===== config.mk =====
export PLATFORM = sky130hd
export DESIGN_NAME = mono_row_upscaler_top
export DESIGN_NICKNAME = d
export VERILOG_FILES = /design/src/design/mrus_pkg.sv /design/src/design/mrus_front.sv /design/src/design/mrus_queue.sv /design/src/design/mrus_back.sv /design/src/design/mono_row_upscaler_top.sv
export SDC_FILE = /design/constraint.sdc
export NUM_CORES = 1
export LEC_CHECK = 0
export BUFFER_PORTS_ARGS = -buffer_cell sky130_fd_sc_hd__buf_2
export CAP_MARGIN = 20
export CORE_ASPECT_RATIO = 0.75
export CORE_MARGIN = 4
export CORE_UTILIZATION = 55
export DETAILED_ROUTE_END_ITERATION = 10
export PLACE_DENSITY = 0.77
export SYNTH_ARGS = -nofsm -noshare
export SYNTH_HDL_FRONTEND = slang
export SYNTH_SLANG_ARGS = --single-unit

===== constraint.sdc =====
create_clock -name clk -period 13.75 [get_ports clk]
set_input_delay 2.75 -clock clk [delete_from_list [all_inputs] [get_ports clk]]
set_output_delay 2.75 -clock clk [all_outputs]
set_load 0.005 [all_outputs]

===== src/design/mrus_pkg.sv =====
// Shared types and constants of the mono row upscaler.
`timescale 1ns / 1ps

package mrus_pkg;

    // Default geometry of the source
    localparam int SRC_ROW_BYTES_DEF = 50;
    localparam int SRC_ROWS_DEF      = 240;
    localparam int SRC_WIDTH_DEF     = 400;

    // Output geometry
    localparam int SCALE_W_800  = 800;
    localparam int SCALE_W_640  = 640;
    localparam int SCALE_H_640  = 384;
    localparam int FB_H_HALF    = 240;
    localparam int FB_H_FULL    = 480;
    localparam int ROW_BYTES_800 = SCALE_W_800 / 8;
    localparam int ROW_BYTES_640 = SCALE_W_640 / 8;
    localparam int Y_OFF_640     = (FB_H_FULL - SCALE_H_640) / 2;

    // Widths
    localparam int ROW_W    = 8;
    localparam int IDX_W    = 6;
    localparam int PIX_W    = 8;
    localparam int ADDR_W   = 16;
    localparam int COL_W    = 7;
    localparam int RBYTES_W = 7;
    localparam int HGT_W    = 9;
    localparam int PROD_W   = ROW_W + HGT_W;
    localparam int YOFF_W   = 6;

    localparam logic [COL_W-1:0] COL_MAX = {COL_W{1'b1}};

    // Queue between the front and the back
    localparam int QUEUE_DEPTH = 2;

    // Configuration register indexes
    typedef enum logic [1:0] {
        CFG_MODE_640      = 2'd0,
        CFG_SCANOUT_HALF  = 2'd1,
        CFG_BIT_REVERSE   = 2'd2,
        CFG_INVERT_PIXELS = 2'd3
    } cfg_reg_t;

    typedef struct packed {
        logic [ROW_W-1:0] source_row;
        logic [IDX_W-1:0] byte_index;
        logic [PIX_W-1:0] pixel_byte;
    } in_item_t;

    typedef struct packed {
        logic [ADDR_W-1:0] fb_address;
        logic [PIX_W-1:0]  fb_data;
        logic              last_of_item;
    } out_item_t;

    // One classified source byte: up to two columns on up to two rows
    typedef struct packed {
        logic [ADDR_W-1:0]   base;
        logic [RBYTES_W-1:0] row_bytes;
        logic                two_rows;
        logic                two_cols;
        logic [PIX_W-1:0]    data0;
        logic [PIX_W-1:0]    data1;
        logic [COL_W-1:0]    col0;
        logic [COL_W-1:0]    col1;
    } wr_entry_t;

endpackage


===== src/design/mrus_front.sv =====
// Front end: configuration, byte expansion, carry state and row mapping.
`timescale 1ns / 1ps

module mrus_front #(
    parameter int SRC_ROW_BYTES = mrus_pkg::SRC_ROW_BYTES_DEF,
    parameter int SRC_ROWS      = mrus_pkg::SRC_ROWS_DEF,
    parameter int SRC_WIDTH     = mrus_pkg::SRC_WIDTH_DEF
) (
    input  logic                clk,
    input  logic                rst_n,
    input  logic                in_valid,
    output logic                in_stall,
    input  mrus_pkg::in_item_t  in_data,
    input  logic                cfg_valid,
    output logic                cfg_ready,
    input  mrus_pkg::cfg_reg_t  cfg_index,
    input  logic                cfg_data,
    output logic                push,
    output mrus_pkg::wr_entry_t push_entry,
    input  logic                push_ready
);

    localparam logic WIDE_2X = (SRC_WIDTH * 2 == mrus_pkg::SCALE_W_800);
    localparam int   COL_W   = mrus_pkg::COL_W;
    localparam int   PIX_W   = mrus_pkg::PIX_W;
    localparam int   HGT_W   = mrus_pkg::HGT_W;
    localparam int   PROD_W  = mrus_pkg::PROD_W;
    localparam int   RB_W    = mrus_pkg::RBYTES_W;
    localparam int   YOFF_W  = mrus_pkg::YOFF_W;
    localparam int   WIN_W   = 15;

    // Reciprocal of the source height, exact for every product below 2**PROD_W
    localparam int   DIV_S   = PROD_W + $clog2(SRC_ROWS);
    localparam int   RECIP_W = PROD_W + 1;
    localparam int   MUL_W   = PROD_W + RECIP_W;
    localparam logic [RECIP_W-1:0] RECIP =
        RECIP_W'(((1 << DIV_S) + SRC_ROWS - 1) / SRC_ROWS);

    // Reverse the bit order of a byte
    function automatic logic [7:0] reverse8(input logic [7:0] n);
        logic [7:0] r;
        for (int i = 0; i < 8; i++) begin
            r[i] = n[7 - i];
        end
        return r;
    endfunction

    // Double every pixel
    function automatic logic [15:0] widen2x(input logic [7:0] v);
        logic [15:0] r;
        for (int k = 0; k < 8; k++) begin
            r[2*k]     = v[k];
            r[2*k + 1] = v[k];
        end
        return r;
    endfunction

    // Stretch five pixels to eight
    function automatic logic [7:0] widen5(input logic [4:0] v);
        logic [7:0] r;
        for (int k = 0; k < 8; k++) begin
            r[k] = v[(k * 5) >> 3];
        end
        return r;
    endfunction

    function automatic logic [COL_W-1:0] sat_inc(input logic [COL_W-1:0] c);
        return (c == mrus_pkg::COL_MAX) ? c : c + 1'b1;
    endfunction

    // Configuration registers
    logic mode_640_reg;
    logic scanout_half_reg;
    logic bit_reverse_reg;
    logic invert_pixels_reg;

    // Running state of the row
    logic [3:0]       carry_bits_reg,  carry_bits_next;
    logic [2:0]       carry_count_reg, carry_count_next;
    logic [COL_W-1:0] out_column_reg,  out_column_next;

    // Stage one: expanded byte and row products
    logic                  s1_valid_reg;
    logic [PROD_W-1:0]     s1_p0_reg, s1_p1_reg;
    logic [HGT_W-1:0]      s1_scale_h_reg;
    logic [RB_W-1:0]       s1_row_bytes_reg;
    logic [YOFF_W-1:0]     s1_y_off_reg;
    logic [PIX_W-1:0]      s1_data0_reg, s1_data1_reg;
    logic [COL_W-1:0]      s1_col0_reg, s1_col1_reg;
    logic                  s1_two_cols_reg;

    // Stage two: first output row
    logic                  s2_valid_reg;
    logic [HGT_W-1:0]      s2_y0_reg;
    logic                  s2_two_rows_reg;
    logic [RB_W-1:0]       s2_row_bytes_reg;
    logic [YOFF_W-1:0]     s2_y_off_reg;
    logic [PIX_W-1:0]      s2_data0_reg, s2_data1_reg;
    logic [COL_W-1:0]      s2_col0_reg, s2_col1_reg;
    logic                  s2_two_cols_reg;

    logic                  accept, drop, s1_adv, s2_adv, s1_load;
    logic [RB_W-1:0]       row_bytes;
    logic [HGT_W-1:0]      scale_h;
    logic [YOFF_W-1:0]     y_off;
    logic [3:0]            cb;
    logic [2:0]            cc;
    logic [COL_W-1:0]      oc, oc1;
    logic [7:0]            src, src_rev;
    logic [15:0]           w2;
    logic [WIN_W-1:0]      win, win_sh;
    logic [3:0]            cnt, cnt_left;
    logic                  nout2;
    logic [7:0]            c2_sum;
    logic [PIX_W-1:0]      data0, data1;
    logic [COL_W-1:0]      col0, col1;
    logic                  v0, v1;
    logic [PROD_W-1:0]     p0, p1;
    logic [MUL_W-1:0]      m0, m1;
    logic [PROD_W-1:0]     q0, q1;
    logic [HGT_W-1:0]      y0, y1;
    logic [HGT_W-1:0]      y_diff;
    logic [HGT_W:0]        y_sum;
    logic [PROD_W-1:0]     base_full;

    assign cfg_ready = 1'b1;

    // Write configuration
    always_ff @(posedge clk or negedge rst_n) begin
        if (!rst_n) begin
            mode_640_reg      <= 1'b0;
            scanout_half_reg  <= 1'b0;
            bit_reverse_reg   <= 1'b1;
            invert_pixels_reg <= 1'b0;
        end else if (cfg_valid && cfg_ready) begin
            unique case (cfg_index)
                mrus_pkg::CFG_MODE_640:      mode_640_reg      <= cfg_data;
                mrus_pkg::CFG_SCANOUT_HALF:  scanout_half_reg  <= cfg_data;
                mrus_pkg::CFG_BIT_REVERSE:   bit_reverse_reg   <= cfg_data;
                mrus_pkg::CFG_INVERT_PIXELS: invert_pixels_reg <= cfg_data;
            endcase
        end
    end

    // Pipeline handshake
    assign s2_adv   = !s2_valid_reg || push_ready;
    assign s1_adv   = !s1_valid_reg || s2_adv;
    assign in_stall = s1_valid_reg && !s1_adv;
    assign accept   = in_valid && !in_stall;

    // Mode geometry and drop check
    always_comb begin
        row_bytes = mode_640_reg ? RB_W'(mrus_pkg::ROW_BYTES_640)
                                 : RB_W'(mrus_pkg::ROW_BYTES_800);
        if (mode_640_reg) begin
            scale_h = HGT_W'(mrus_pkg::SCALE_H_640);
        end else if (scanout_half_reg) begin
            scale_h = HGT_W'(mrus_pkg::FB_H_HALF);
        end else begin
            scale_h = HGT_W'(mrus_pkg::FB_H_FULL);
        end
        y_off = mode_640_reg ? YOFF_W'(mrus_pkg::Y_OFF_640) : '0;
        drop  = ({1'b0, in_data.source_row} >= 9'(SRC_ROWS))
             || ({2'b00, in_data.byte_index} >= 8'(SRC_ROW_BYTES));
    end

    // Expand the byte and advance the carry state
    always_comb begin
        if (in_data.byte_index == '0) begin
            cb = '0;
            cc = '0;
            oc = '0;
        end else begin
            cb = carry_bits_reg;
            cc = carry_count_reg;
            oc = out_column_reg;
        end
        src_rev = bit_reverse_reg ? reverse8(in_data.pixel_byte) : in_data.pixel_byte;
        src     = invert_pixels_reg ? ~src_rev : src_rev;
        w2      = widen2x(src);
        win     = WIN_W'(cb) | (WIN_W'(src) << cc);
        cnt     = 4'(cc) + 4'd8;
        nout2   = (cnt >= 4'd10);
        win_sh  = nout2 ? (win >> 10) : (win >> 5);
        cnt_left = nout2 ? (cnt - 4'd10) : (cnt - 4'd5);
        oc1     = sat_inc(oc);
        c2_sum  = {1'b0, in_data.byte_index, 1'b0} + 8'd2;
        if (!mode_640_reg && WIDE_2X) begin
            data0            = w2[7:0];
            data1            = w2[15:8];
            col0             = {in_data.byte_index, 1'b0};
            col1             = {in_data.byte_index, 1'b1};
            v1               = (col1 < row_bytes);
            out_column_next  = (c2_sum > 8'(mrus_pkg::COL_MAX)) ? mrus_pkg::COL_MAX
                                                                 : c2_sum[COL_W-1:0];
            carry_bits_next  = cb;
            carry_count_next = cc;
        end else begin
            data0            = widen5(win[4:0]);
            data1            = widen5(win[9:5]);
            col0             = oc;
            col1             = oc1;
            v1               = nout2 && (col1 < row_bytes);
            out_column_next  = nout2 ? sat_inc(oc1) : oc1;
            carry_bits_next  = win_sh[3:0];
            carry_count_next = cnt_left[2:0];
        end
        v0 = (col0 < row_bytes);
        p0 = PROD_W'(in_data.source_row) * PROD_W'(scale_h);
        p1 = (PROD_W'(in_data.source_row) + 1'b1) * PROD_W'(scale_h);
    end

    assign s1_load = accept && !drop && v0;

    // Hold the running state across bytes of a row
    always_ff @(posedge clk or negedge rst_n) begin
        if (!rst_n) begin
            carry_bits_reg  <= '0;
            carry_count_reg <= '0;
            out_column_reg  <= '0;
        end else if (accept && !drop) begin
            carry_bits_reg  <= carry_bits_next;
            carry_count_reg <= carry_count_next;
            out_column_reg  <= out_column_next;
        end
    end

    // Stage one registers
    always_ff @(posedge clk or negedge rst_n) begin
        if (!rst_n) begin
            s1_valid_reg <= 1'b0;
        end else if (s1_adv) begin
            s1_valid_reg <= s1_load;
        end
    end

    always_ff @(posedge clk) begin
        if (s1_adv && s1_load) begin
            s1_p0_reg        <= p0;
            s1_p1_reg        <= p1;
            s1_scale_h_reg   <= scale_h;
            s1_row_bytes_reg <= row_bytes;
            s1_y_off_reg     <= y_off;
            s1_data0_reg     <= data0;
            s1_data1_reg     <= data1;
            s1_col0_reg      <= col0;
            s1_col1_reg      <= col1;
            s1_two_cols_reg  <= v1;
        end
    end

    // Map the source row to its output rows; divide by reciprocal multiply
    always_comb begin
        m0     = MUL_W'(s1_p0_reg) * MUL_W'(RECIP);
        m1     = MUL_W'(s1_p1_reg) * MUL_W'(RECIP);
        q0     = PROD_W'(m0 >> DIV_S);
        q1     = PROD_W'(m1 >> DIV_S);
        y0     = q0[HGT_W-1:0];
        y1     = (q1 > PROD_W'(s1_scale_h_reg)) ? s1_scale_h_reg : q1[HGT_W-1:0];
        y_diff = (y1 > y0) ? (y1 - y0) : '0;
    end

    // Stage two registers
    always_ff @(posedge clk or negedge rst_n) begin
        if (!rst_n) begin
            s2_valid_reg <= 1'b0;
        end else if (s2_adv) begin
            s2_valid_reg <= s1_valid_reg && (y_diff != '0);
        end
    end

    always_ff @(posedge clk) begin
        if (s2_adv && s1_valid_reg) begin
            s2_y0_reg        <= y0;
            s2_two_rows_reg  <= (y_diff >= HGT_W'(2));
            s2_row_bytes_reg <= s1_row_bytes_reg;
            s2_y_off_reg     <= s1_y_off_reg;
            s2_data0_reg     <= s1_data0_reg;
            s2_data1_reg     <= s1_data1_reg;
            s2_col0_reg      <= s1_col0_reg;
            s2_col1_reg      <= s1_col1_reg;
            s2_two_cols_reg  <= s1_two_cols_reg;
        end
    end

    // Row base address and queue entry
    always_comb begin
        y_sum     = (HGT_W+1)'(s2_y0_reg) + (HGT_W+1)'(s2_y_off_reg);
        base_full = PROD_W'(y_sum) * PROD_W'(s2_row_bytes_reg);
        push                 = s2_valid_reg;
        push_entry.base      = base_full[mrus_pkg::ADDR_W-1:0];
        push_entry.row_bytes = s2_row_bytes_reg;
        push_entry.two_rows  = s2_two_rows_reg;
        push_entry.two_cols  = s2_two_cols_reg;
        push_entry.data0     = s2_data0_reg;
        push_entry.data1     = s2_data1_reg;
        push_entry.col0      = s2_col0_reg;
        push_entry.col1      = s2_col1_reg;
    end

    // The row state moves only on a transfer
    a_state_on_transfer: assert property (@(posedge clk) disable iff (!rst_n)
        !accept |=> $stable(out_column_reg) && $stable(carry_count_reg))
        else $error("row state changed without an input transfer");

endmodule


===== src/design/mrus_queue.sv =====
// Short queue of classified bytes between the front and the back.
`timescale 1ns / 1ps

module mrus_queue (
    input  logic                clk,
    input  logic                rst_n,
    input  logic                push,
    input  mrus_pkg::wr_entry_t push_entry,
    output logic                push_ready,
    output logic                head_valid,
    output mrus_pkg::wr_entry_t head_entry,
    input  logic                pop
);

    localparam int DEPTH = mrus_pkg::QUEUE_DEPTH;
    localparam int PTR_W = (DEPTH > 1) ? $clog2(DEPTH) : 1;
    localparam int CNT_W = $clog2(DEPTH + 1);

    mrus_pkg::wr_entry_t entries_reg [DEPTH];
    logic [PTR_W-1:0]    wr_ptr_reg, rd_ptr_reg;
    logic [CNT_W-1:0]    count_reg;
    logic                do_push, do_pop;

    function automatic logic [PTR_W-1:0] wrap_inc(input logic [PTR_W-1:0] p);
        return (p == PTR_W'(DEPTH - 1)) ? '0 : p + 1'b1;
    endfunction

    assign push_ready = (count_reg != CNT_W'(DEPTH));
    assign head_valid = (count_reg != '0);
    assign head_entry = entries_reg[rd_ptr_reg];
    assign do_push    = push && push_ready;
    assign do_pop     = pop && head_valid;

    // Store entries
    always_ff @(posedge clk) begin
        if (do_push) begin
            entries_reg[wr_ptr_reg] <= push_entry;
        end
    end

    // Advance pointers and fill count
    always_ff @(posedge clk or negedge rst_n) begin
        if (!rst_n) begin
            wr_ptr_reg <= '0;
            rd_ptr_reg <= '0;
            count_reg  <= '0;
        end else begin
            if (do_push) begin
                wr_ptr_reg <= wrap_inc(wr_ptr_reg);
            end
            if (do_pop) begin
                rd_ptr_reg <= wrap_inc(rd_ptr_reg);
            end
            if (do_push && !do_pop) begin
                count_reg <= count_reg + 1'b1;
            end else if (do_pop && !do_push) begin
                count_reg <= count_reg - 1'b1;
            end
        end
    end

    a_count_bound: assert property (@(posedge clk) disable iff (!rst_n)
        count_reg <= CNT_W'(DEPTH))
        else $error("queue fill count beyond depth");

    a_pop_nonempty: assert property (@(posedge clk) disable iff (!rst_n)
        pop |-> head_valid)
        else $error("pop from an empty queue");

endmodule


===== src/design/mrus_back.sv =====
// Back end: walks each queued byte over its rows and columns, one write a cycle unless stalled.
`timescale 1ns / 1ps

module mrus_back (
    input  logic                clk,
    input  logic                rst_n,
    input  logic                head_valid,
    input  mrus_pkg::wr_entry_t head_entry,
    output logic                pop,
    output logic                out_valid,
    input  logic                out_stall,
    output mrus_pkg::out_item_t out_data
);

    localparam int ADDR_W = mrus_pkg::ADDR_W;

    logic                row_sel_reg, row_sel_next;
    logic                col_sel_reg, col_sel_next;
    logic                out_valid_reg;
    mrus_pkg::out_item_t out_data_reg;
    mrus_pkg::out_item_t slot;
    logic                load, slot_last;

    assign load      = head_valid && (!out_valid_reg || !out_stall);
    assign slot_last = (col_sel_reg == head_entry.two_cols)
                    && (row_sel_reg == head_entry.two_rows);
    assign pop       = load && slot_last;
    assign out_valid = out_valid_reg;
    assign out_data  = out_data_reg;

    // Build the write for the current row and column
    always_comb begin
        slot.fb_address = head_entry.base
                        + (row_sel_reg ? ADDR_W'(head_entry.row_bytes) : '0)
                        + ADDR_W'(col_sel_reg ? head_entry.col1 : head_entry.col0);
        slot.fb_data      = col_sel_reg ? head_entry.data1 : head_entry.data0;
        slot.last_of_item = slot_last;
    end

    // Step columns first, then rows
    always_comb begin
        row_sel_next = row_sel_reg;
        col_sel_next = col_sel_reg;
        if (load) begin
            if (col_sel_reg != head_entry.two_cols) begin
                col_sel_next = 1'b1;
            end else begin
                col_sel_next = 1'b0;
                row_sel_next = (row_sel_reg != head_entry.two_rows);
            end
        end
    end

    always_ff @(posedge clk or negedge rst_n) begin
        if (!rst_n) begin
            row_sel_reg   <= 1'b0;
            col_sel_reg   <= 1'b0;
            out_valid_reg <= 1'b0;
        end else begin
            row_sel_reg <= row_sel_next;
            col_sel_reg <= col_sel_next;
            if (load) begin
                out_valid_reg <= 1'b1;
            end else if (!out_stall) begin
                out_valid_reg <= 1'b0;
            end
        end
    end

    // Output register
    always_ff @(posedge clk) begin
        if (load) begin
            out_data_reg <= slot;
        end
    end

    // Writes of one byte follow without a gap
    a_no_gap_in_item: assert property (@(posedge clk) disable iff (!rst_n)
        out_valid_reg && !out_data_reg.last_of_item |=> out_valid_reg)
        else $error("gap inside the writes of one byte");

    // Slot counters stay inside the entry
    a_col_in_entry: assert property (@(posedge clk) disable iff (!rst_n)
        head_valid && col_sel_reg |-> head_entry.two_cols)
        else $error("column slot past the entry");

    a_row_in_entry: assert property (@(posedge clk) disable iff (!rst_n)
        head_valid && row_sel_reg |-> head_entry.two_rows)
        else $error("row slot past the entry");

endmodule


===== src/design/mono_row_upscaler_top.sv =====
// Top level of the mono row upscaler: 1bpp source rows to framebuffer writes.
`timescale 1ns / 1ps

// Source bytes arrive on the input channel (in_valid / in_stall), one transfer
// per byte with its row number and byte position; position 0 starts a row.
// Each byte becomes 0 to 4 framebuffer byte writes on the output channel
// (out_valid / out_stall): up to two columns on up to two output rows,
// last_of_item marks the final write of a byte. Rows past the source height
// and bytes past the row width produce no writes.
// Throughput: the front takes one byte per cycle through a two-stage pipe
// while in_stall is low; the back issues one write per cycle while out_stall
// is low, and a byte has 1 to 4 writes (4 in 800 wide full-height mode).
// The single write port of the back sets that rate.
// On its way out a byte passes the stage one and stage two registers, the
// queue and the output register of the back.
// A stalled output holds its write; the queue then fills and in_stall rises.
// Configuration writes (cfg_valid / cfg_ready) are taken at any cycle and
// belong between rows while the block is idle.
// Reset empties the pipe and queue, clears the carry state and loads the
// register defaults (bit reversal on, all else off).

module mono_row_upscaler_top #(
    parameter int SRC_ROW_BYTES = mrus_pkg::SRC_ROW_BYTES_DEF,
    parameter int SRC_ROWS      = mrus_pkg::SRC_ROWS_DEF,
    parameter int SRC_WIDTH     = mrus_pkg::SRC_WIDTH_DEF
) (
    input  logic                clk,
    input  logic                rst_n,
    input  logic                in_valid,
    output logic                in_stall,
    input  mrus_pkg::in_item_t  in_data,
    output logic                out_valid,
    input  logic                out_stall,
    output mrus_pkg::out_item_t out_data,
    input  logic                cfg_valid,
    output logic                cfg_ready,
    input  mrus_pkg::cfg_reg_t  cfg_index,
    input  logic                cfg_data
);

    logic                push, push_ready, head_valid, pop;
    mrus_pkg::wr_entry_t push_entry, head_entry;

    mrus_front #(
        .SRC_ROW_BYTES (SRC_ROW_BYTES),
        .SRC_ROWS      (SRC_ROWS),
        .SRC_WIDTH     (SRC_WIDTH)
    ) u_front (
        .clk        (clk),
        .rst_n      (rst_n),
        .in_valid   (in_valid),
        .in_stall   (in_stall),
        .in_data    (in_data),
        .cfg_valid  (cfg_valid),
        .cfg_ready  (cfg_ready),
        .cfg_index  (cfg_index),
        .cfg_data   (cfg_data),
        .push       (push),
        .push_entry (push_entry),
        .push_ready (push_ready)
    );

    mrus_queue u_queue (
        .clk        (clk),
        .rst_n      (rst_n),
        .push       (push),
        .push_entry (push_entry),
        .push_ready (push_ready),
        .head_valid (head_valid),
        .head_entry (head_entry),
        .pop        (pop)
    );

    mrus_back u_back (
        .clk        (clk),
        .rst_n      (rst_n),
        .head_valid (head_valid),
        .head_entry (head_entry),
        .pop        (pop),
        .out_valid  (out_valid),
        .out_stall  (out_stall),
        .out_data   (out_data)
    );

endmodule


* Word level (Yosys, flattened, before mapping)
Memory sizes are Yosys's and may differ from the RTL's.
Cells that the tools add are included.
** Operators by class
- $add $sub $neg :: 15
- Multipliers :: 5
- Magnitude comparators :: 10
- Equal/unequal tests :: 11
- Shift-type cells :: 1
- Multiplexer cells :: 37
- Bitwise operators :: 3
- Reduce and logical (&&, ||, !) cells :: 38
** Operator list (number)
- $mux W7 :: 10
- $mux W8 :: 5
- $mux W9 :: 4
- $mul A17 B18 Y35 const B :: 1
- $mul A17 B18 Y34 const B :: 1
- $add A16 B16 Y16 :: 2
- $lt A7 B7 Y1 :: 3
- $mul A17 B9 Y17 :: 1
- $mul A8 B9 Y17 :: 1
- $mul A10 B7 Y16 :: 1
- $logic_and A1 B1 Y1 :: 15
- $add A7 B1 Y7 const B :: 2
- $eq A7 B7 Y1 const B :: 2
- $or A4 B14 Y14 :: 1
- $shl A8 B3 Y14 :: 1
- $mux W4 :: 3
- $mux W6 :: 2
- $add A9 B6 Y10 :: 1
- $gt A10 B9 Y1 :: 1
- $reduce_and A2 Y1 :: 5
- $add A8 B1 Y9 const B :: 1
- $ge A9 B2 Y1 const B :: 1
- $gt A9 B9 Y1 :: 1
- $logic_not A1 Y1 :: 9
- 28 further kinds :: 46
** Storage, ports and cells
- Bits in registers :: 193
- RAM bits :: 110
- Bits of input ports :: 30
- Output and inout port bits :: 28
- Logic and storage cells :: 159
- Memories :: 1
** Memories
- u_queue.entries_reg :: depth 2, bits a word 55, read ports 1, clocked after memory_dff 0, write ports 1, line mrus_queue.sv:19 : mrus_pkg::wr_entry_t entries_reg [DEPTH];

* Depth between registers and ports, before layout
Gate-level depths: netlist of run 1.
- Depth in word-level cells :: 10
- Depth in mapped cells :: 37
- Mapped depth without buffers :: 37

* Modules after synthesis
A second synthesis of run 1 with hierarchy kept.
** Unflattened totals
- Cell total of the unflattened synthesis :: 1772
- Area total of the unflattened synthesis :: 20671.1 um2
** Modules (own cells, without submodules)
- mrus_front :: instances 1, cells an instance 1445, area each 14549.0 um2, sequential area each 3384.5 um2
- mrus_queue :: instances 1, cells an instance 189, area each 4327.9 um2, sequential area each 3403.3 um2
- mrus_back :: instances 1, cells an instance 138, area each 1794.2 um2, sequential area each 825.8 um2

* Worst setup path before layout of run 1
OpenSTA, ideal clock, no wires.
- Path kind :: input -> register
- Start :: input port in_data[8] (netlist name)
- End :: register u_front.s1_col0_reg[0] (enable)
- Library setup time :: 0.492 ns
- Data arrival time :: 6.702 ns
- Path slack :: 6.557 ns
- Cell stages on the path :: 8
- Cell sequence :: inv_1 > ha_1 > or4b_4 > nor2_2 > nor2_1 > nand2_1 > o31ai_1 > a21oi_1
** Between the ends
- Longest elaborated chain between the ends :: 6
- Elaborated cells on any way between the ends :: 10
** Ends and longest elaborated chain
- start: declaration :: line mono_row_upscaler_top.sv:31 : input mrus_pkg::in_item_t in_data,
- $logic_not A6 Y1 or $ge A6 B6 Y1 (tied branches) :: line mrus_front.sv:169, mrus_front.sv:164
- $mux W7 or $logic_or A1 B1 Y1 (tied branches) :: line mrus_front.sv:169, mrus_front.sv:164
- $mux W7 or $logic_not A1 Y1 (tied branches) :: line mrus_front.sv:188, mrus_front.sv:213
- $lt A7 B7 Y1 or $logic_and A1 B1 Y1 (tied branches) :: line mrus_front.sv:208, mrus_front.sv:213
- $logic_and A1 B1 Y1 * :: line mrus_front.sv:213 : assign s1_load = accept && !drop && v0;
- $logic_and A1 B1 Y1 * :: line mrus_front.sv:238 : if (s1_adv && s1_load) begin
- end signal: assignment :: line mrus_front.sv:246 : s1_col0_reg <= col0;
- end: declaration :: line mrus_front.sv:89 : logic [COL_W-1:0] s1_col0_reg, s1_col1_reg;
Mark *: on every way between the ends. The rest lies on a longest branch, timed or not.
A chain may end at the register's enable or synchronous reset.

* Worst setup path in the final report of run 1
- Start :: register u_front.s1_p1_reg[15]
- End :: register u_front.s2_two_rows_reg (data pin)
** Between the ends
- Longest elaborated chain between the ends :: 6
- Elaborated cells on any way between the ends :: 7
** Ends and longest elaborated chain
- start: declaration :: line mrus_front.sv:84 : logic [PROD_W-1:0] s1_p0_reg, s1_p1_reg;
- start signal: assignment :: line mrus_front.sv:240 : s1_p1_reg <= p1;
- $mul A17 B18 Y35 * :: line mrus_front.sv:255 : m1 = MUL_W'(s1_p1_reg) * MUL_W'(RECIP);
- $gt A10 B9 Y1 :: line mrus_front.sv:259 : y1 = (q1 > PROD_W'(s1_scale_h_reg)) ? s1_scale_h_reg : q1[HGT_W-1:0];
- $mux W9 * :: line mrus_front.sv:259
- $sub A9 B9 Y9 or $gt A9 B9 Y1 (tied branches) :: line mrus_front.sv:260 : y_diff = (y1 > y0) ? (y1 - y0) : '0;
- $mux W9 * :: line mrus_front.sv:260
- $ge A9 B2 Y1 * :: line mrus_front.sv:275 : s2_two_rows_reg <= (y_diff >= HGT_W'(2));
- end signal: assignment :: line mrus_front.sv:275
- end: declaration :: line mrus_front.sv:95 : logic s2_two_rows_reg;
Marks and branches as above.

==> impl_metrics.json, run 1 <==
{
  "synthesis.area_um2": 18700,
  "core_area_um2": 33600,
  "grt_max_degree": 54,
  "r2r_slack_ns": 5.72,
  "cp_max_fo": 8,
  "async_reset_ff_share_pct": 11.5,
  "die_area_um2": 37100,
  "yosysSeqAreaShare_pct": 36.8,
  "synth_cell_types": 74,
  "maxSlewHeadroom_pct": 34.2,
  "grt.total_usage_pct": 19.3,
  "yosysTopAreaCellShare_pct": 33.2,
  "regArea_um2": 6890,
  "ios": 58,
  "die_h_um": 168,
  "finalSetupViolCount": 0,
  "outcome": "finished, final reports clean",
  "largest_reg_flops": 88,
  "end_kind": "register",
  "port_buffers": 56,
  "avgViaCountPerCell": 5.50,
  "yosys_warnings": 0,
  "ctsHoldBuffers": 0,
  "cts_buffers": 24,
  "skew_ns": 0.0210,
  "cts_buffer_depth": 3,
  "worst-r2r-cell-count": 31,
  "die_x_um": 221,
  "cp_num_cells": 31,
  "ys_seq_elements": 234,
  "drt_wl_total_um": 35000,
  "yosysTopAreaCell": "edfxtp_1",
  "drc_errors": 0,
  "syn_nets": 2097,
  "finalHoldViolCount": 0,
  "min_from": "u_front.s1_col0_reg[2]$_DFFE_PP_",
  "rows": 58,
  "yosys-top-cells-area": "edfxtp_1, ha_1, fa_1",
  "cp.required_ns": 14.03,
  "clk_pin_slew_worst_paths_ns": 0.07,
  "cts_resized": 0,
  "whs_path_depth": 0,
  "stdcell_area_um2": 20300,
  "cts_tree": "built",
  "postCtsSetupRepairBufs": 0,
  "ant_nets": 0,
  "rsz0062_at_grt": "no",
  "antenna_found_initial": 0,
  "pre_cts_slack_ns": 5.77,
  "r2r_start": "u_front.s1_p1_reg[15]$_DFFE_PP_",
  "path_common_cell": "ha_1",
  "grt_pass1_vias": 12000,
  "drv_cap": 0,
  "worst_slack_ns": 5.72,
  "cp_num_buf_inv": 2,
  "post_drt_wl_per_cell_um": 16.3,
  "holdPathEnd": "u_front.s2_col0_reg[2]$_DFFE_PP_",
  "drive_gt1_share_pct": 8.72,
  "synth_most_common_cell": "ha_1",
  "place_hpwl_um": 27200,
  "critPathLaunchType": "register",
  "crit_slowest_cell": "fa_1",
  "drt_pass1_iterations": 5,
  "cp_top_family": "adder cells",
  "fin_nets": 2150,
  "place.gp.congestion": 0.895,
  "max_freq_mhz": 124,
  "synth_commonest_cells": "ha_1, inv_1, edfxtp_1",
  "initial_core_util_pct": 55.8,
  "hold_ws_ns": 0.416,
  "avgSynthCellArea_um2": 11.5,
  "setup-tns-final_ns": 0,
  "tightest_slew_ns": 0.985,
  "drt_iter0_drc": 731,
  "slowest_delay_ns": 0.51,
  "fill_cells": 2630,
  "synthCells": 1627,
  "cp.arrival_ns": 8.31,
  "period_needed_ns": 8.03,
  "grt_overflow": 0,
  "clock-sinks": 234,
  "hp-class": "reg2reg",
  "finalCritPeriodShare_pct": 58.4,
  "htree_levels": 1,
  "slew_viol_final": 0,
  "clk_latency_ns": 0.54,
  "path_class": "reg2reg",
  "post_dp_cell_area_um2": 19500,
  "antenna_cells": 0,
  "ys.flop_type": "edfxtp_1",
  "multi_input_area_um2": 10800,
  "synth_edf_count": 207,
  "syn2layout_area_growth_pct": 8.24,
  "grt_pass1_wl_um": 59800,
  "r2r_end": "u_front.s2_two_rows_reg$_DFFE_PP_",
  "num_vias": 11800,
  "cts_root_buf": "clkbuf_16"
}
metrics by stage:
stage	utilization [%]	cells
after floorplan	-	1627
after global placement	58.0	2102
after detailed placement	58.0	2102
after CTS	60.3	2146
after global routing	60.4	2148
final	60.4	2148
area by class of cell:
cell class	instances	share of cell area, %
clock buffers	28	3.03
clock inverters	16	0.672
inverters	232	4.29
multi-input cells	1124	53.4
flip-flops and latches	234	34.0
well taps	450	2.78
repair buffers	64	1.80
worst max path at each step:
stage / end / slack [ns] / startpoint
after floorplan: u_front.s1_col0_reg[0]$_SDFFCE_PN0P_ / 6.56 / in_data[8]
after CTS: u_front.s2_two_rows_reg$_DFFE_PP_ / 5.77 / u_front.s1_p1_reg[15]$_DFFE_PP_
after global placement: u_front.s2_two_rows_reg$_DFFE_PP_ / 6.01 / u_front.s1_p1_reg[15]$_DFFE_PP_
final: u_front.s2_two_rows_reg$_DFFE_PP_ / 5.72 / u_front.s1_p1_reg[15]$_DFFE_PP_
after detailed placement: u_front.push$_DFFE_PN0P_ / 5.77 / u_front.s1_p1_reg[15]$_DFFE_PP_
after global routing: u_front.push$_DFFE_PN0P_ / 4.99 / u_front.s1_p1_reg[15]$_DFFE_PP_
per-layer routing:
layer / part of all wire [%] / global-route usage (%) / vias to the layer above / routed length (µm)
met5: 0 / 0 / - / 0
met2: 44 / 30.2 / 313 / 15300
met3: 6.4 / 3.70 / 32 / 2250
met4: 1.3 / 2.90 / 0 / 438
met1: 49 / 28.9 / 5692 / 17000
li1: - / - / 5777 / -
cells by family (layout without fill, tap and decap cells):
family	Yosys count	count (layout)	synth area share, %
compound gates	215	215	7.30
simple gates	309	309	8.14
other cells	1	1	0.0200
fa+ha+maj	440	440	33.5
buf+inv	269	340	5.49
flops	234	234	36.8
xor+xnor	102	102	4.77
mux	57	57	4.02
cell usage in the layout, fill, tap and decap left out, types with 5 or more instances in the layout:
cell type  synthesis  final
ha_1             337    337
inv_1            231    231
edfxtp_1         207    207
fa_1             103    103
nand2_1           85     85
xnor2_1           76     76
nor2_1            76     75
a21oi_1           72     71
buf_2              3     56
and2_1            28     28
mux2i_1           28     28
nor2b_1           27     27
o21ai_0           26     26
xor2_1            26     26
dfrtp_1           26     25
clkbuf_16          0     24
nand3_1           23     23
a21o_1            23     23
o21ai_1           18     18
mux2_2            15     15
o21bai_1          14     14
mux4_2            13     13
and3_1            11     10
nand4_1            9      9
nor3_1             8      8
nand2b_1           8      8
or2_2              7      7
a31oi_1            6      6
buf_4              4      6
o21a_1             5      5
and4_1             5      5
a211oi_1           5      5
a32oi_1            5      5
worst reg2reg max path: cells and delay by family (launching register included):
kind | cells | cell delay, ns
AO/OA/AOI/OAI | 11 | 2.20
buffers and inverters | 2 | 0.11
AND/OR/NAND/NOR | 8 | 1.60
XOR/XNOR | 2 | 0.35
flip-flops | 1 | 0.47
adder cells (fa/ha/maj) | 8 | 3.04
Power of run 1 is not shown: default switching activity piles up to over one toggle a cycle in this logic, so the estimate is an artifact.
==> run 2: changes to the inputs <==
--- a/config.mk
+++ b/config.mk
@@ -11,7 +11,7 @@
 export CORE_MARGIN = 4
 export CORE_UTILIZATION = 55
 export DETAILED_ROUTE_END_ITERATION = 10
-export PLACE_DENSITY = 0.77
+export PLACE_DENSITY = 0.8
 export SYNTH_ARGS = -nofsm -noshare
 export SYNTH_HDL_FRONTEND = slang
 export SYNTH_SLANG_ARGS = --single-unit
==> constraint.sdc (replaced) <==
create_clock -name clk -period 7.17 [get_ports clk]
set_input_delay 1.434 -clock clk [delete_from_list [all_inputs] [get_ports clk]]
set_output_delay 1.434 -clock clk [all_outputs]
set_load 0.005 [all_outputs]
==> run 2 against run 1 <==
The run now ends with setup timing left. Clock skew increased by 0.00095 ns. Non-clock buffer count increased by 35. Via count grew 2.6%. Critical endpoint unchanged. Wire length up 5.6%.
==> impl_metrics.json, run 2 (synthesis results as in run 1) <==
{
  "avgViaCountPerCell": 5.56,
  "use_met1_pct": 28.5,
  "grt_use_met3_pct": 3.09,
  "num_vias": 12100,
  "clk_latency_ns": 0.52,
  "hp-class": "reg2reg",
  "htree_levels": 1,
  "drt_wl_total_um": 37000,
  "tightest_slew_ns": 1.03,
  "drt_pass1_iterations": 5,
  "core_area_um2": 33600,
  "period_needed_ns": 7.37,
  "drt_iter0_drc": 866,
  "end_kind": "register",
  "ios": 58,
  "outcome": "complete, but fails checks",
  "utilization_pct": 61.8,
  "rows": 58,
  "clk_pin_slew_worst_paths_ns": 0.06,
  "fill_cells": 2519,
  "finalCritPeriodShare_pct": 103,
  "fin_nets": 2184,
  "crit_slowest_cell": "fa_1",
  "slew_viol_final": 0,
  "antenna_found_initial": 1,
  "path_common_cell": "fa_1",
  "drive_gt1_share_pct": 12.9,
  "finalSetupViolCount": 2,
  "cp.required_ns": 7.44,
  "cp.arrival_ns": 7.65,
  "skew_ns": 0.0220,
  "grt_overflow": 0,
  "top_usage_layer": "met2",
  "violations": "setup timing",
  "initial_core_util_pct": 55.8,
  "critPathLaunchType": "register",
  "final_cell_mix": "ha_1, inv_1, edfxtp_1, fa_1, nand2_1",
  "grt.total_usage_pct": 19.8,
  "die_x_um": 221,
  "grt_pass1_wl_um": 61400,
  "cts_buffer_depth": 3,
  "grt_pass1_vias": 12400,
  "place.gp.congestion": 0.932,
  "grt_use_met2_pct": 32.3,
  "regArea_um2": 6890,
  "cp_max_fo": 6,
  "ant_nets": 0,
  "finalHoldViolCount": 0,
  "cts_buffers": 23,
  "multi_input_area_um2": 11100,
  "drv_cap": 0,
  "cts_root_buf": "clkbuf_16",
  "worst_slack_ns": -0.203,
  "grt_max_degree": 53,
  "syn2layout_area_growth_pct": 10.9,
  "path_class": "reg2reg",
  "largest_reg_flops": 88,
  "max_freq_mhz": 136,
  "place_hpwl_um": 28300,
  "cts_tree": "built",
  "die_area_um2": 37100,
  "final_common_cell": "ha_1",
  "slowest_delay_ns": 0.55,
  "maxSlewHeadroom_pct": 31.2,
  "rsz0062_at_grt": "yes",
  "post_drt_wl_per_cell_um": 16.9,
  "port_buffers": 56,
  "drc_errors": 0,
  "die_h_um": 168,
  "clock-sinks": 234
}
run 2: cell count changes in the layout (fill, tap and decap cells not counted), sizes merged:
| cell | previous run | this run |
|---|---|---|
| inv | 234 | 235 |
| clkbuf | 28 | 30 |
| diode | 0 | 1 |
| clkinv | 9 | 6 |
| buf | 64 | 99 |
| clkinvlp | 4 | 2 |
run 2: worst max-delay path: cells and delay by family (launching register included):
kind	cells	cell delay (ns)
fa+ha+maj	8	2.76
xor+xnor	1	0.18
buf+inv	2	0.09
flops	1	0.41
compound gates	11	2.24
simple gates	8	1.45
run 2: final cells by class:
class	count	share of cell area, %
Inverter	232	4.19
Timing Repair Buffer	99	2.92
Tap cell	450	2.71
Clock inverter	12	0.548
Antenna cell	1	0.0120
Multi-Input combinational cell	1124	53.4
Clock buffer	30	3.04
Sequential cell	234	33.2
run 2: path summary, 6_finish.rpt:
path                                             startpoint  cells past startpoint                               endpoint  slack, ns
max                         u_front.s1_p1_reg[15]$_DFFE_PP_                     30      u_front.s2_two_rows_reg$_DFFE_PP_      -0.20
min                        u_front.s1_col1_reg[6]$_DFFE_PP_                      0       u_front.s2_col1_reg[6]$_DFFE_PP_       0.42
max reg2reg                 u_front.s1_p1_reg[15]$_DFFE_PP_                     30      u_front.s2_two_rows_reg$_DFFE_PP_      -0.20
min reg2reg                u_front.s1_col1_reg[6]$_DFFE_PP_                      0       u_front.s2_col1_reg[6]$_DFFE_PP_       0.42
max in group asynchronous                             rst_n                      1         u_queue.rd_ptr_reg$_DFFE_PN0P_       5.63
min in group asynchronous                             rst_n                      1  u_front.out_column_reg[6]$_DFFE_PN0P_       0.99
run 2: routing by layer:
metal  part of all wire (%)  vias up
met5                      0        -
met4                    2.1        0
met3                    5.8       65
met2                     46      336
met1                     46     5878
li1                       -     5844
run 2: what timing repair did:
item	in CTS	in global routing
resized for setup	24	24
setup buffers	7	5
setup endpoints to repair	2	2
hold buffers	0	0
endpoints found under the hold margin	0	0
pin swaps	16	34
run 2: metrics by stage:
stage	setup slack (ns)	TNS, ns	hold slack, ns	std cells	cell area [µm²]
2_1_floorplan	0.0499	0	0.400	1627	18700
3_3_place_gp	-0.175	-0.337	0.401	2127	19700
3_5_place_dp	-0.463	-0.920	0.405	2127	19700
4_1_cts	-0.0314	-0.0393	0.427	2176	20600
5_1_grt	-0.568	-1.11	0.434	2182	20800
6_report	-0.203	-0.352	0.423	2182	20800
Power of run 2 is left out for the same reason.
